`src/rtl/pancake_sorter_core_macros.svh`:
```
// Assertion macros used by the pancake sorter sequencer.
`ifndef PANCAKE_SORTER_CORE_MACROS_SVH
`define PANCAKE_SORTER_CORE_MACROS_SVH

// Same-cycle implication, checked on every rising clock edge outside reset.
`define PCS_ASSERT_NOW(lbl, ante, cons, msg) \
   lbl: assert property (@(posedge clock) disable iff (reset) (ante) |-> (cons)) \
      else $error(msg);

// Next-cycle implication, checked on every rising clock edge outside reset.
`define PCS_ASSERT_NEXT(lbl, ante, cons, msg) \
   lbl: assert property (@(posedge clock) disable iff (reset) (ante) |=> (cons)) \
      else $error(msg);

`endif

```
`src/rtl/pcs_pkg.sv`:
```
// Shared types and constants of the pancake sorter.
package pcs_pkg;

   localparam int VALUE_W = 16;

   typedef logic signed [VALUE_W-1:0] value_type;

   // Control group from the sequencer to the stack memory.
   typedef struct packed {
      logic wr_en;
      logic rd_en;
   } mem_ctl_type;

endpackage

```
`src/rtl/pcs_mem.sv`:
```
// Stack memory: one write port and two registered read ports.
module pcs_mem #(
   parameter int DEPTH = 16
) (
   input  logic                       clock,
   input  pcs_pkg::mem_ctl_type       ctl,
   input  logic [$clog2(DEPTH)-1:0]   wr_addr,
   input  pcs_pkg::value_type         wr_data,
   input  logic [$clog2(DEPTH)-1:0]   rd_a_addr,
   input  logic [$clog2(DEPTH)-1:0]   rd_b_addr,
   output pcs_pkg::value_type         rd_a_data,
   output pcs_pkg::value_type         rd_b_data
);

   pcs_pkg::value_type mem_ff [DEPTH];
   pcs_pkg::value_type rd_a_ff;
   pcs_pkg::value_type rd_b_ff;

   always_ff @(posedge clock) begin
      if (ctl.wr_en) begin
         mem_ff[wr_addr] <= wr_data;
      end
   end

   // Read data holds while no read is enabled, so a swap can write both ends.
   always_ff @(posedge clock) begin
      if (ctl.rd_en) begin
         rd_a_ff <= mem_ff[rd_a_addr];
         rd_b_ff <= mem_ff[rd_b_addr];
      end
   end

   assign rd_a_data = rd_a_ff;
   assign rd_b_data = rd_b_ff;

endmodule

```
`src/rtl/pcs_cmp.sv`:
```
// Signed compare unit used by the maximum search.
module pcs_cmp (
   input  pcs_pkg::value_type cand,
   input  pcs_pkg::value_type best,
   input  logic               first,
   output logic               take
);

   // Strictly greater keeps the first index of equal maxima.
   assign take = first || (cand > best);

endmodule

```
`src/rtl/pcs_seq.sv`:
```
// Sequencer: loads the stack, runs the pancake sort and drives the results.
`include "pancake_sorter_core_macros.svh"

module pcs_seq #(
   parameter int DEPTH = 16
) (
   input  logic                       clock,
   input  logic                       reset,
   input  logic                       req_valid,
   output logic                       req_ready,
   input  pcs_pkg::value_type         req_value,
   input  logic                       req_last,
   output logic                       rsp_valid,
   input  logic                       rsp_ready,
   output logic                       rsp_last_res,
   output pcs_pkg::mem_ctl_type       mem_ctl,
   output logic [$clog2(DEPTH)-1:0]   wr_addr,
   output pcs_pkg::value_type         wr_data,
   output logic [$clog2(DEPTH)-1:0]   rd_a_addr,
   output logic [$clog2(DEPTH)-1:0]   rd_b_addr,
   input  pcs_pkg::value_type         rd_a_data,
   input  pcs_pkg::value_type         rd_b_data
);

   localparam int AW = $clog2(DEPTH);
   localparam int CW = $clog2(DEPTH + 1);

   localparam logic [2:0] ST_LOAD     = 3'd0;
   localparam logic [2:0] ST_SCAN     = 3'd1;
   localparam logic [2:0] ST_DECIDE   = 3'd2;
   localparam logic [2:0] ST_REV_RD   = 3'd3;
   localparam logic [2:0] ST_REV_WA   = 3'd4;
   localparam logic [2:0] ST_REV_WB   = 3'd5;
   localparam logic [2:0] ST_OUT_RD   = 3'd6;
   localparam logic [2:0] ST_OUT_SHOW = 3'd7;

   logic [2:0]         state_ff,     state_in;
   logic [CW-1:0]      count_ff,     count_in;
   logic [CW-1:0]      size_ff,      size_in;
   logic [CW-1:0]      scan_ff,      scan_in;
   logic [AW-1:0]      best_idx_ff,  best_idx_in;
   pcs_pkg::value_type best_val_ff,  best_val_in;
   logic [AW-1:0]      lo_ff,        lo_in;
   logic [AW-1:0]      hi_ff,        hi_in;
   logic               full_pend_ff, full_pend_in;
   logic [AW-1:0]      out_idx_ff,   out_idx_in;

   logic          req_fire;
   logic          rsp_fire;
   logic          has_room;
   logic [CW-1:0] count_inc;
   logic [CW-1:0] count_m1;
   logic [CW-1:0] size_m1;
   logic [CW-1:0] scan_m1;
   logic          scan_first;
   logic          take;

   assign req_fire   = req_valid && req_ready;
   assign rsp_fire   = rsp_valid && rsp_ready;
   assign has_room   = (count_ff < CW'(DEPTH));
   assign count_inc  = has_room ? (count_ff + 1'b1) : count_ff;
   assign count_m1   = count_ff - 1'b1;
   assign size_m1    = size_ff - 1'b1;
   assign scan_m1    = scan_ff - 1'b1;
   assign scan_first = (scan_ff == CW'(1));

   pcs_cmp u_cmp (
      .cand  (rd_a_data),
      .best  (best_val_ff),
      .first (scan_first),
      .take  (take)
   );

   assign req_ready    = (state_ff == ST_LOAD);
   assign rsp_valid    = (state_ff == ST_OUT_SHOW);
   assign rsp_last_res = (CW'(out_idx_ff) == count_m1);

   always_comb begin
      state_in     = state_ff;
      count_in     = count_ff;
      size_in      = size_ff;
      scan_in      = scan_ff;
      best_idx_in  = best_idx_ff;
      best_val_in  = best_val_ff;
      lo_in        = lo_ff;
      hi_in        = hi_ff;
      full_pend_in = full_pend_ff;
      out_idx_in   = out_idx_ff;
      mem_ctl      = '0;
      wr_addr      = count_ff[AW-1:0];
      wr_data      = req_value;
      rd_a_addr    = lo_ff;
      rd_b_addr    = hi_ff;

      unique case (state_ff)
         ST_LOAD: begin
            if (req_fire) begin
               mem_ctl.wr_en = has_room;
               count_in      = count_inc;
               if (req_last) begin
                  size_in    = count_inc;
                  scan_in    = '0;
                  out_idx_in = '0;
                  state_in   = (count_inc > CW'(1)) ? ST_SCAN : ST_OUT_RD;
               end
            end
         end
         ST_SCAN: begin
            // Reads are issued one ahead of the compare on the registered data.
            rd_a_addr     = scan_ff[AW-1:0];
            mem_ctl.rd_en = (scan_ff < size_ff);
            if (scan_ff != '0 && take) begin
               best_val_in = rd_a_data;
               best_idx_in = scan_m1[AW-1:0];
            end
            scan_in = scan_ff + 1'b1;
            if (scan_ff == size_ff) begin
               state_in = ST_DECIDE;
            end
         end
         ST_DECIDE: begin
            lo_in = '0;
            if (CW'(best_idx_ff) == size_m1) begin
               size_in  = size_m1;
               scan_in  = '0;
               state_in = (size_m1 > CW'(1)) ? ST_SCAN : ST_OUT_RD;
            end else if (best_idx_ff != '0) begin
               hi_in        = best_idx_ff;
               full_pend_in = 1'b1;
               state_in     = ST_REV_RD;
            end else begin
               hi_in        = size_m1[AW-1:0];
               full_pend_in = 1'b0;
               state_in     = ST_REV_RD;
            end
         end
         ST_REV_RD: begin
            if (lo_ff < hi_ff) begin
               mem_ctl.rd_en = 1'b1;
               state_in      = ST_REV_WA;
            end else if (full_pend_ff) begin
               lo_in        = '0;
               hi_in        = size_m1[AW-1:0];
               full_pend_in = 1'b0;
            end else begin
               size_in  = size_m1;
               scan_in  = '0;
               state_in = (size_m1 > CW'(1)) ? ST_SCAN : ST_OUT_RD;
            end
         end
         ST_REV_WA: begin
            mem_ctl.wr_en = 1'b1;
            wr_addr       = lo_ff;
            wr_data       = rd_b_data;
            state_in      = ST_REV_WB;
         end
         ST_REV_WB: begin
            mem_ctl.wr_en = 1'b1;
            wr_addr       = hi_ff;
            wr_data       = rd_a_data;
            lo_in         = lo_ff + 1'b1;
            hi_in         = hi_ff - 1'b1;
            state_in      = ST_REV_RD;
         end
         ST_OUT_RD: begin
            mem_ctl.rd_en = 1'b1;
            rd_a_addr     = out_idx_ff;
            state_in      = ST_OUT_SHOW;
         end
         ST_OUT_SHOW: begin
            if (rsp_fire) begin
               if (rsp_last_res) begin
                  count_in = '0;
                  state_in = ST_LOAD;
               end else begin
                  out_idx_in = out_idx_ff + 1'b1;
                  state_in   = ST_OUT_RD;
               end
            end
         end
         default: begin
            state_in = ST_LOAD;
         end
      endcase
   end

   always_ff @(posedge clock) begin
      if (reset) begin
         state_ff     <= ST_LOAD;
         count_ff     <= '0;
         size_ff      <= '0;
         scan_ff      <= '0;
         best_idx_ff  <= '0;
         lo_ff        <= '0;
         hi_ff        <= '0;
         full_pend_ff <= 1'b0;
         out_idx_ff   <= '0;
      end else begin
         state_ff     <= state_in;
         count_ff     <= count_in;
         size_ff      <= size_in;
         scan_ff      <= scan_in;
         best_idx_ff  <= best_idx_in;
         lo_ff        <= lo_in;
         hi_ff        <= hi_in;
         full_pend_ff <= full_pend_in;
         out_idx_ff   <= out_idx_in;
      end
   end

   always_ff @(posedge clock) begin
      best_val_ff <= best_val_in;
   end

   `PCS_ASSERT_NOW(a_count_bound, 1'b1, count_ff <= CW'(DEPTH), "stored count above depth")
   `PCS_ASSERT_NOW(a_scan_size, state_ff == ST_SCAN, (size_ff > CW'(1)) && (size_ff <= count_ff), "prefix size out of range during scan")
   `PCS_ASSERT_NOW(a_swap_order, state_ff == ST_REV_WA || state_ff == ST_REV_WB, lo_ff < hi_ff, "swap with crossed indices")
   `PCS_ASSERT_NOW(a_no_overlap, rsp_valid, !req_ready, "input open while a result is shown")
   `PCS_ASSERT_NEXT(a_run_end, rsp_fire && rsp_last_res, (count_ff == '0) && req_ready, "run not cleared after final result")

endmodule

```
`src/rtl/pancake_sorter_core.sv`:
```
// Top level of the pancake sorter: sequencer, compare unit and stack memory.
//
// A run of signed 16-bit values is loaded one transaction per cycle until a
// transaction with req_last set; values beyond DEPTH are dropped, and a last
// transaction that arrives when the stack is full still starts the sort. The
// stored n values are then pancake-sorted in place and returned in ascending
// order, with rsp_last_res set on the final one. The block does not accept
// input from the end of a run until its final result has been taken. For each
// prefix size s a single compare unit searches the maximum, and each reversal
// reads a pair, then writes its two ends in turn, because the stack has a
// single write port; each result is read from the memory before it is shown.
module pancake_sorter_core #(
   parameter int DEPTH = 16
) (
   input  logic               clock,
   input  logic               reset,
   input  logic               req_valid,
   output logic               req_ready,
   input  pcs_pkg::value_type req_value,
   input  logic               req_last,
   output logic               rsp_valid,
   input  logic               rsp_ready,
   output pcs_pkg::value_type rsp_value_res,
   output logic               rsp_last_res
);

   localparam int AW = $clog2(DEPTH);

   pcs_pkg::mem_ctl_type mem_ctl;
   logic [AW-1:0]        wr_addr;
   pcs_pkg::value_type   wr_data;
   logic [AW-1:0]        rd_a_addr;
   logic [AW-1:0]        rd_b_addr;
   pcs_pkg::value_type   rd_a_data;
   pcs_pkg::value_type   rd_b_data;

   pcs_seq #(
      .DEPTH (DEPTH)
   ) u_seq (
      .clock        (clock),
      .reset        (reset),
      .req_valid    (req_valid),
      .req_ready    (req_ready),
      .req_value    (req_value),
      .req_last     (req_last),
      .rsp_valid    (rsp_valid),
      .rsp_ready    (rsp_ready),
      .rsp_last_res (rsp_last_res),
      .mem_ctl      (mem_ctl),
      .wr_addr      (wr_addr),
      .wr_data      (wr_data),
      .rd_a_addr    (rd_a_addr),
      .rd_b_addr    (rd_b_addr),
      .rd_a_data    (rd_a_data),
      .rd_b_data    (rd_b_data)
   );

   pcs_mem #(
      .DEPTH (DEPTH)
   ) u_mem (
      .clock     (clock),
      .ctl       (mem_ctl),
      .wr_addr   (wr_addr),
      .wr_data   (wr_data),
      .rd_a_addr (rd_a_addr),
      .rd_b_addr (rd_b_addr),
      .rd_a_data (rd_a_data),
      .rd_b_data (rd_b_data)
   );

   // The result value is the memory's registered read data, held while shown.
   assign rsp_value_res = rd_a_data;

endmodule

```
`config.mk`:
```
export PLATFORM = sky130hd
export DESIGN_NAME = pancake_sorter_core
export DESIGN_NICKNAME = d
export VERILOG_FILES = /design/src/rtl/pcs_pkg.sv /design/src/rtl/pcs_mem.sv /design/src/rtl/pcs_cmp.sv /design/src/rtl/pcs_seq.sv /design/src/rtl/pancake_sorter_core.sv
export VERILOG_INCLUDE_DIRS = /design/src /design/src/rtl
export SDC_FILE = /design/constraint.sdc
export NUM_CORES = 1
export LEC_CHECK = 0
export BUFFER_PORTS_ARGS = -buffer_cell sky130_fd_sc_hd__buf_2
export CAP_MARGIN = 30
export CELL_PAD_IN_SITES_DETAIL_PLACEMENT = 1
export CELL_PAD_IN_SITES_GLOBAL_PLACEMENT = 2
export CORE_MARGIN = 2
export CORE_UTILIZATION = 32
export CTS_BUF_LIST = sky130_fd_sc_hd__clkbuf_4
export CTS_CLUSTER_SIZE = 8
export DETAILED_ROUTE_END_ITERATION = 8
export PLACE_DENSITY_LB_ADDON = 0.1
export SYNTH_ARGS = -nofsm -noshare
export SYNTH_HDL_FRONTEND = slang
export SYNTH_SLANG_ARGS = --single-unit
```
`constraint.sdc`:
```
create_clock -name clock -period 11.18 [get_ports clock]
set_input_delay 1.118 -clock clock [delete_from_list [all_inputs] [get_ports clock]]
set_output_delay 1.118 -clock clock [all_outputs]
set_load 0.005 [all_outputs]
```
Word-level counts from Yosys, hierarchy flattened
Memories as Yosys holds them, arrays and structs flattened. A register that Yosys moved wholly into a read port is not among the register bits. Index checks and enable logic that the tools add are counted.

$add $sub $neg: 8. $lt $le $gt $ge: 6. Equality and inequality tests: 23. Multiplexer cells: 54. Reductions and logical operators: 22.

Operators with widths (count): 5-bit 2-to-1 mux (14); 4-bit 2-to-1 mux (10); 16-bit case mux with 2 select lines (1); 3-bit 2-to-1 mux (10); 3-bit case mux with 8 select lines (1); 4-bit case mux with 2 select lines (3); 4-bit case mux with 3 select lines (2); 5-bit case mux with 4 select lines (1); 16-bit > comparator (1); 2-bit != test (second input constant) (8); 5-bit case mux with 3 select lines (1); 3-bit == test (second input constant) (4); 6-bit AND reduction (2); 5-bit by 1-bit adder with 5-bit output (second input constant) (2); 4-bit by 5-bit == test with 1-bit output (2); 5-bit by 1-bit > comparator with 1-bit output (second input constant) (2); 5-bit case mux with 2 select lines (1); 5-bit AND reduction (2); 5-bit by 1-bit subtractor with 5-bit output (second input constant) (2); 4-bit by 1-bit adder with 4-bit output (second input constant) (2); 4-bit AND reduction (2); 4-bit nonzero test (2); 4-bit by 1-bit subtractor with 4-bit output (second input constant) (2); 1-bit 2-to-1 mux (7); other kinds (20) (29).

Flip-flop bits (word level): 51. RAM bits: 256. Output and inout bits: 19. Word-level logic and storage cells: 124. Memories: 1.

Memories: u_mem.mem_ff (words 16, width 16, read ports 2, clocked after Yosys merged registers in 2, wr ports 1, line pcs_mem.sv:15) `pcs_pkg::value_type mem_ff [DEPTH];`.

Logic depth before layout (Yosys ltp)
Gate-level depths: netlist of run 1.

Word-level depth: 7. Mapped depth: 11. Mapped depth without buffers: 8.

Modules after synthesis
Synthesis of run 1 repeated with hierarchy kept, for this count alone.

Cells, all modules: 1088. Area, all modules: 16719.8 um^2.

Modules (own cells, without submodules): pcs_mem (times used 1, cells each 585, area each 12655.9 um^2, seq. area each 8648.3 um^2); pcs_seq (times used 1, cells each 444, area each 3647.2 um^2, seq. area each 1181.1 um^2); pcs_cmp (times used 1, cells each 59, area each 416.6 um^2, seq. area each 0.0 um^2).

Worst setup path after synthesis of run 1
OpenSTA, ideal clock, no wires.

Path type: register -> register. From: register u_seq.hi_ff[1] (netlist: u_seq.rd_b_addr[1]). To: register u_mem.rd_a_ff[0] (netlist: u_mem.rd_a_data[0]), read port of u_mem.mem_ff (enable). Data arrival time: 4579 ps. Required time: 10714 ps. Slack: 6135 ps. Cell stages (with the launch flop): 9. Path buffers: 2. Period minus slack after synthesis: 5045 ps. Path through: dfxtp_1 > buf_2 > buf_1 > inv_1 > ha_1 > a2111oi_2 > nor2_1 > a21o_1 > o21ai_0.

RTL lines: start: declaration (line pcs_seq.sv:44) `logic [AW-1:0] hi_ff, hi_in;`; start signal: assignment (line pcs_seq.sv:205) `hi_ff <= hi_in;`; end: declaration (line pcs_mem.sv:16) `pcs_pkg::value_type rd_a_ff;`.

Worst setup path after layout of run 1
From: register u_seq.state_ff[0]. To: register u_mem.rd_a_ff[15] (netlist: u_mem.rd_a_data[15]), read port of u_mem.mem_ff (data pin).

Cells in the longest elaborated chain, start to end: 2.

RTL lines: start: declaration (line pcs_seq.sv:37) `logic [2:0] state_ff, state_in;`; start signal: assignment (line pcs_seq.sv:199) `state_ff <= state_in;`; 3-bit == test, or another cell as far along (line pcs_seq.sv:95) `unique case (state_ff)`; 1-bit case mux with 3 select lines / 4-bit case mux with 2 select lines (equally long branches) (line pcs_seq.sv:95).

Parallel ways exist; a longest one is shown, timed or not. A chain may end at the register's enable or synchronous reset.

==> impl_metrics.ini, run 1 <==
[status]
status = finished, final reports clean

[run]
drv_cap = 0

[logic_synthesis]
syn-mean-instance-area_um2 = 14.48
ys_dominant_reg_cell = edfxtp_1
seq_area_frac_synth_pct = 57.88
synth_nets = 1229
synthArstFlopShare_pct = 0
synth-seq-cells = 339
yosys.area.top_type_share_pct = 53.75
synth.most_common_cell = edfxtp_1
synth.area.top_cells = edfxtp_1 (54%), mux4_2 (11%), mux2_2 (6.4%)
synth_common_cells = edfxtp_1 (304), mux2_2 (97), mux4_2 (80)
synth_cell_type_count = 72
yosysWarnings = 0
synth_cells = 1173
syn_area_mm2 = 0.01698
synth_edf_count = 304
synth_top_cell_by_area = edfxtp_1

[sta]
timing.final.crit_period_ns = 4.396
finalSetupTns_ns = 0
clock_skew_ns = 0.04948
slew_violations = 0
worst_pin_slew_ns = 0.9497
slew_headroom_pct = 35.88
timing.hold.ws_ns = 0.5402
rsz0062_at_grt = no
setup_violations = 0
hold_viol = 0
post-route-period-util_pct = 39.32
max_freq_ghz = 0.2275

[final_layout]
nets = 1347
n_fill_cell = 5541
ff_latch_area_mm2 = 0.009838
multi_input_area_mm2 = 0.006750
final_cells = 2061
drive_above_1_share_pct = 33.94
syn_to_final_growth_pct = 14.57
fin_util_pct = 37.02

[clock_tree]
clock_path_buffers = 3
cts_tree = done
root_buffer = clkbuf_4
post_cts_resized = 0
cts_hold_buf = 0
numCtsBuffers = 97
worst_skew_pair.late_latency_ns = 0.87
clk_pin_slew_worst_paths_ns = 0.06
cts_sinks = 339
post_cts_buffers = 0
cts-htree-levels = 3

[setup_path]
slowest_delay_ns = 0.90
cp_num_buf_inv = 4
worst_path_max_delay_cell = dfxtp_2
path_common_cell = buf_4
path_cells = buf_4 -> nor2b_1 -> o311ai_4 -> buf_4 -> buf_4 -> buf_16 -> mux2i_1 -> a22o_1 -> nor4_1
cp-start-kind = register
worstPathMaxFanout = 50
crit_type = reg -> reg
worstPathArrival_ns = 5.00
critPathCaptureType = register
cp_top_family = buffers and inverters
cp.required_ns = 11.79

[floorplanning]
io_pins = 40
fp.dieH_um = 234.4
coreArea_mm2 = 0.05255
start_util_pct = 32.32
dieArea_mm2 = 0.05493
rows = 84
die_x_um = 234.4

[grt]
gr-total-overflow = 0
grt_pass1_vias = 11780
grt_pass1_wl_um = 80050
grt_max_degree = 51
antenna_found_initial = 3
grt.total_usage_pct = 20.44

[placement]
placed_cells = 1880
hpwl_um = 32610
port_buffers = 39
place.gp.congestion = 0.7439

[power_and_ir_drop]
vdd_drop_max_v = 0.0001222
p_leak_nw = 6.667
power_density_mw_per_mm2 = 282.9

[min_path]
hold_class = reg -> reg

[detailed_routing]
dr.pass1.iters = 5
vias_per_cell = 5.366
wl_per_cell_um = 26.61
vias = 11060
finalWirelength_um = 54840
drc = 0
ant_nets = 0
drt_iter0_markers = 709
[report_power, final]
| group | leakage [nW] | switching [mW] | internal (mW) |
|---|---|---|---|
| Clock | 0.752 | 0.556 | 0.617 |
| Combinational | 2.88 | 1.43 | 1.05 |
| Sequential | 3.04 | 0.154 | 1.70 |
[placed cells by master, fill, tap and decap left out, drive strengths merged, types with 10 or more instances in the layout]
cell type,n
a22o,16
nand2b,14
clkbuf,153
mux2i,55
o22ai,48
dfxtp,35
buf,92
nand3,11
edfxtp,304
nor3,20
inv,39
a21oi,28
nor2,57
nor4,18
mux2,97
o21ai,47
ha,35
nor2b,12
a211oi,10
nand2,51
clkinv,18
mux4,80
[flip-flops by register name, summed over array words and instances (netlist names), 4 cells and up]
signal / cells
u_seq.size_ff: 5
u_mem.rd_a_data: 16
u_mem.mem_ff: 256
u_seq.out_idx_ff: 4
u_seq.best_val_ff: 16
u_seq.best_idx_ff: 4
u_seq.scan_ff: 5
u_seq.count_ff: 5
u_seq.lo_ff: 4
u_mem.rd_b_data: 16
u_seq.rd_b_addr: 4
[cell type report]
class | count | area share, %
multi-input combinational | 725 | 34.69
tap | 688 | 4.424
timing repair buffer | 92 | 3.151
sequential | 339 | 50.57
antenna | 6 | 0.07717
clock inverter | 22 | 0.4887
clock buffer | 153 | 5.904
inverter | 36 | 0.6945
[per-stage QoR]
| step | instance area (µm²) | total power [mW] | setup WS (ns) |
|---|---|---|---|
| floorplan | 16980 | 3.543 | 6.135 |
| global placement | 18170 | 4.341 | 6.753 |
| detailed placement | 18200 | 4.385 | 6.794 |
| CTS | 19440 | 5.583 | 6.714 |
| global route | 19460 | 5.830 | 6.476 |
| finish | 19460 | 5.503 | 6.784 |
[worst paths after layout]
kind / depth (start not counted) / start / end / slack, ns
worst min register to register: 0 / u_mem.rd_a_data[10]$_DFFE_PP_ / u_seq.best_val_ff[10]$_DFFE_PP_ / 0.54
worst min-delay path: 0 / u_mem.rd_a_data[10]$_DFFE_PP_ / u_seq.best_val_ff[10]$_DFFE_PP_ / 0.54
worst max register to register: 9 / u_seq.state_ff[0]$_SDFFE_PP0P_ / u_mem.rd_a_data[15]$_DFFE_PP_ / 6.78
worst max-delay path: 9 / u_seq.state_ff[0]$_SDFFE_PP0P_ / u_mem.rd_a_data[15]$_DFFE_PP_ / 6.78
[metal layers]
| layer | up-vias | wire, µm | global-route usage (%) |
|---|---|---|---|
| met4 | 0 | 1379 | 6.230 |
| li1 | 5006 | - | - |
| met5 | - | 0 | 0 |
| met1 | 5711 | 25000 | 27.33 |
| met2 | 250 | 26330 | 33.67 |
| met3 | 92 | 2135 | 3.867 |
[cell families after synthesis]
family	after synthesis	synth area share [%]
muxes	232	20.28
adders and majority gates	35	2.579
DFF	339	57.88
AOI/OAI and AO/OA	213	8.569
buffers and inverters	109	2.851
and+or+nand+nor	230	6.985
xor gates and xnor gates	15	0.8546
No activity file was read; power rests on OpenSTA's default activity.
==> inputs of run 2 (changes only) <==
Clock period 11.18 ns to 4.1 ns, I/O delays scaled along.
==> run 2 against run 1 <==
Net effect:
- worst hold slack worse by 0.46 ns
- clock skew up 0.022 ns
- critical path depth down 2
- critical endpoint is now u_seq.best_val_ff[10]$_DFFE_PP_
- maximum frequency up 31%
- final area up 1.6%
- highest routed layer unchanged
- clock-buffer cell count down 3
- non-clock buffer count up 35
- cell count up 1.6%
- clock power rose to 2.8 times the previous value
- critical path type unchanged
- wire length up 3.2%
- sequential power rose to 2.7 times the previous value
==> impl_metrics.ini, run 2 (same netlist as run 1, synthesis figures left out) <==
[status]
status = finished, final reports clean

[final_layout]
largest_reg_flops = 256
nets = 1382
top_register = u_mem.mem_ff
layout_common_cells = edfxtp_1 (304), clkbuf_4 (150), mux2_2 (97), mux4_2 (80), buf_4 (80)
layout_commonest_cell = edfxtp_1
n_fill_cell = 5533
syn_to_final_growth_pct = 16.36
drive_above_1_share_pct = 35.00

[grt]
grt.total_usage_pct = 21.12
gr-total-overflow = 0
grt_max_degree = 56
antenna_found_initial = 6
grt_pass1_wl_um = 82250
grt_pass1_vias = 12060

[sta]
clock_skew_ns = 0.07181
timing.hold.ws_ns = 0.08028
setup_violations = 0
rsz0062_at_grt = no
worst_pin_slew_ns = 0.9686
slew_violations = 0
timing.final.crit_period_ns = 3.354
finalSetupTns_ns = 0
hold_viol = 0
max_freq_ghz = 0.2982
post-route-period-util_pct = 81.79
slew_headroom_pct = 34.99

[detailed_routing]
vias = 11400
drt_iter0_markers = 850
finalWirelength_um = 56580
ant_nets = 0
vias_per_cell = 5.446
drc = 0
wl_per_cell_um = 27.02
dr.pass1.iters = 5

[clock_tree]
cts-htree-levels = 3
worst_skew_pair.late_latency_ns = 0.87
clk_pin_slew_worst_paths_ns = 0.07
clock_path_buffers = 3
cts_tree = done
numCtsBuffers = 97
root_buffer = clkbuf_4
post_cts_buffers = 0
cts_sinks = 339

[power_and_ir_drop]
report.power.total_mw = 15.70
vdd_drop_max_v = 0.0003948
power_density_mw_per_mm2 = 794.7
p_leak_nw = 6.841

[floorplanning]
dieArea_mm2 = 0.05493
io_pins = 40
die_x_um = 234.4
fp.dieH_um = 234.4
start_util_pct = 32.32
rows = 84
coreArea_mm2 = 0.05255

[setup_path]
cp_num_buf_inv = 1
cp_top_family = simple AND/OR/NAND/NOR gates
worstPathArrival_ns = 3.79
crit_type = reg -> reg
slowest_delay_ns = 0.62
cp-start-kind = register
critPathCaptureType = register
worstPathMaxFanout = 16
worst_path_max_delay_cell = edfxtp_1
rrSetupSlack_ns = 0.75
cp.required_ns = 4.53
path_cells = ha_1 -> nand4_1 -> nor3_1 -> a21boi_0 -> or4b_1 -> nand3_1 -> inv_1

[min_path]
hold_class = in -> reg

[placement]
hpwl_um = 35890
place.gp.congestion = 0.7652
port_buffers = 39

[run]
drv_cap = 0
run 2: cell count changes in the layout (fill, tap and decap cells not counted), sizes merged:
cell,delta
clkinv,+2
clkbuf,-3
clkinvlp,+1
diode,-3
dlygate4sd3,+6
buf,+29
bufinv,+1
run 2: cell type report:
| type | instances | area [µm²] | area share, % |
|---|---|---|---|
| timing repair buffer | 127 | 895.9 | 4.534 |
| clock buffer | 150 | 1126 | 5.699 |
| inverter | 36 | 135.1 | 0.6838 |
| tap | 688 | 860.8 | 4.356 |
| multi-input combinational | 725 | 6745 | 34.14 |
| sequential | 339 | 9838 | 49.79 |
| clock inverter | 26 | 151.4 | 0.7662 |
| antenna | 3 | 7.507 | 0.03799 |
run 2: per-layer routing:
metal	track usage, %	share of wire [%]
met5	0	0
met4	6.545	2.7
met3	3.988	4.9
met2	32.74	45
met1	29.95	47
run 2: path summary, 6_finish.rpt:
| path | startpoint | cells after the start | to |
|---|---|---|---|
| max | u_mem.rd_a_data[15]$_DFFE_PP_ | 7 | u_seq.best_val_ff[10]$_DFFE_PP_ |
| min | req_value[15] | 4 | u_mem.mem_ff[5][15]$_DFFE_PP_ |
| max reg2reg | u_mem.rd_a_data[15]$_DFFE_PP_ | 7 | u_seq.best_val_ff[10]$_DFFE_PP_ |
| min reg2reg | u_mem.rd_a_data[5]$_DFFE_PP_ | 0 | u_seq.best_val_ff[5]$_DFFE_PP_ |
run 2: metrics by stage:
stage               cells  setup slack (ns)  utilization, %  instance area [µm²]
global route         2094            0.4260           37.60                19760
detailed placement   1909            0.6672           35.04                18420
global placement     1909            0.6463           35.04                18420
CTS                  2091            0.6363           37.59                19750
floorplan            1173            0.5227               -                16990
finish               2094            0.7464           37.60                19760
run 2: what timing repair did:
item | 4_1_cts | 5_1_grt
hold buffers | 6 | 0
resized for setup | 0 | 0
endpoints found under the setup margin | 0 | 0
endpoints found under the hold margin | 34 | 0
run 2: worst reg2reg max path: stages (launching register included):
cell and delay [ns]:
edfxtp_1 0.62, ha_1 0.48, nand4_1 0.16, nor3_1 0.43, a21boi_0 0.27, or4b_1 0.26
nand3_1 0.16, inv_1 0.57
run 2: where the power goes:
part,internal (mW),switching [mW],leakage (nW)
Sequential,4.64,0.345,3.04
Combinational,3.15,4.31,3.05
Clock,1.73,1.54,0.758
Total,9.51,6.19,6.84
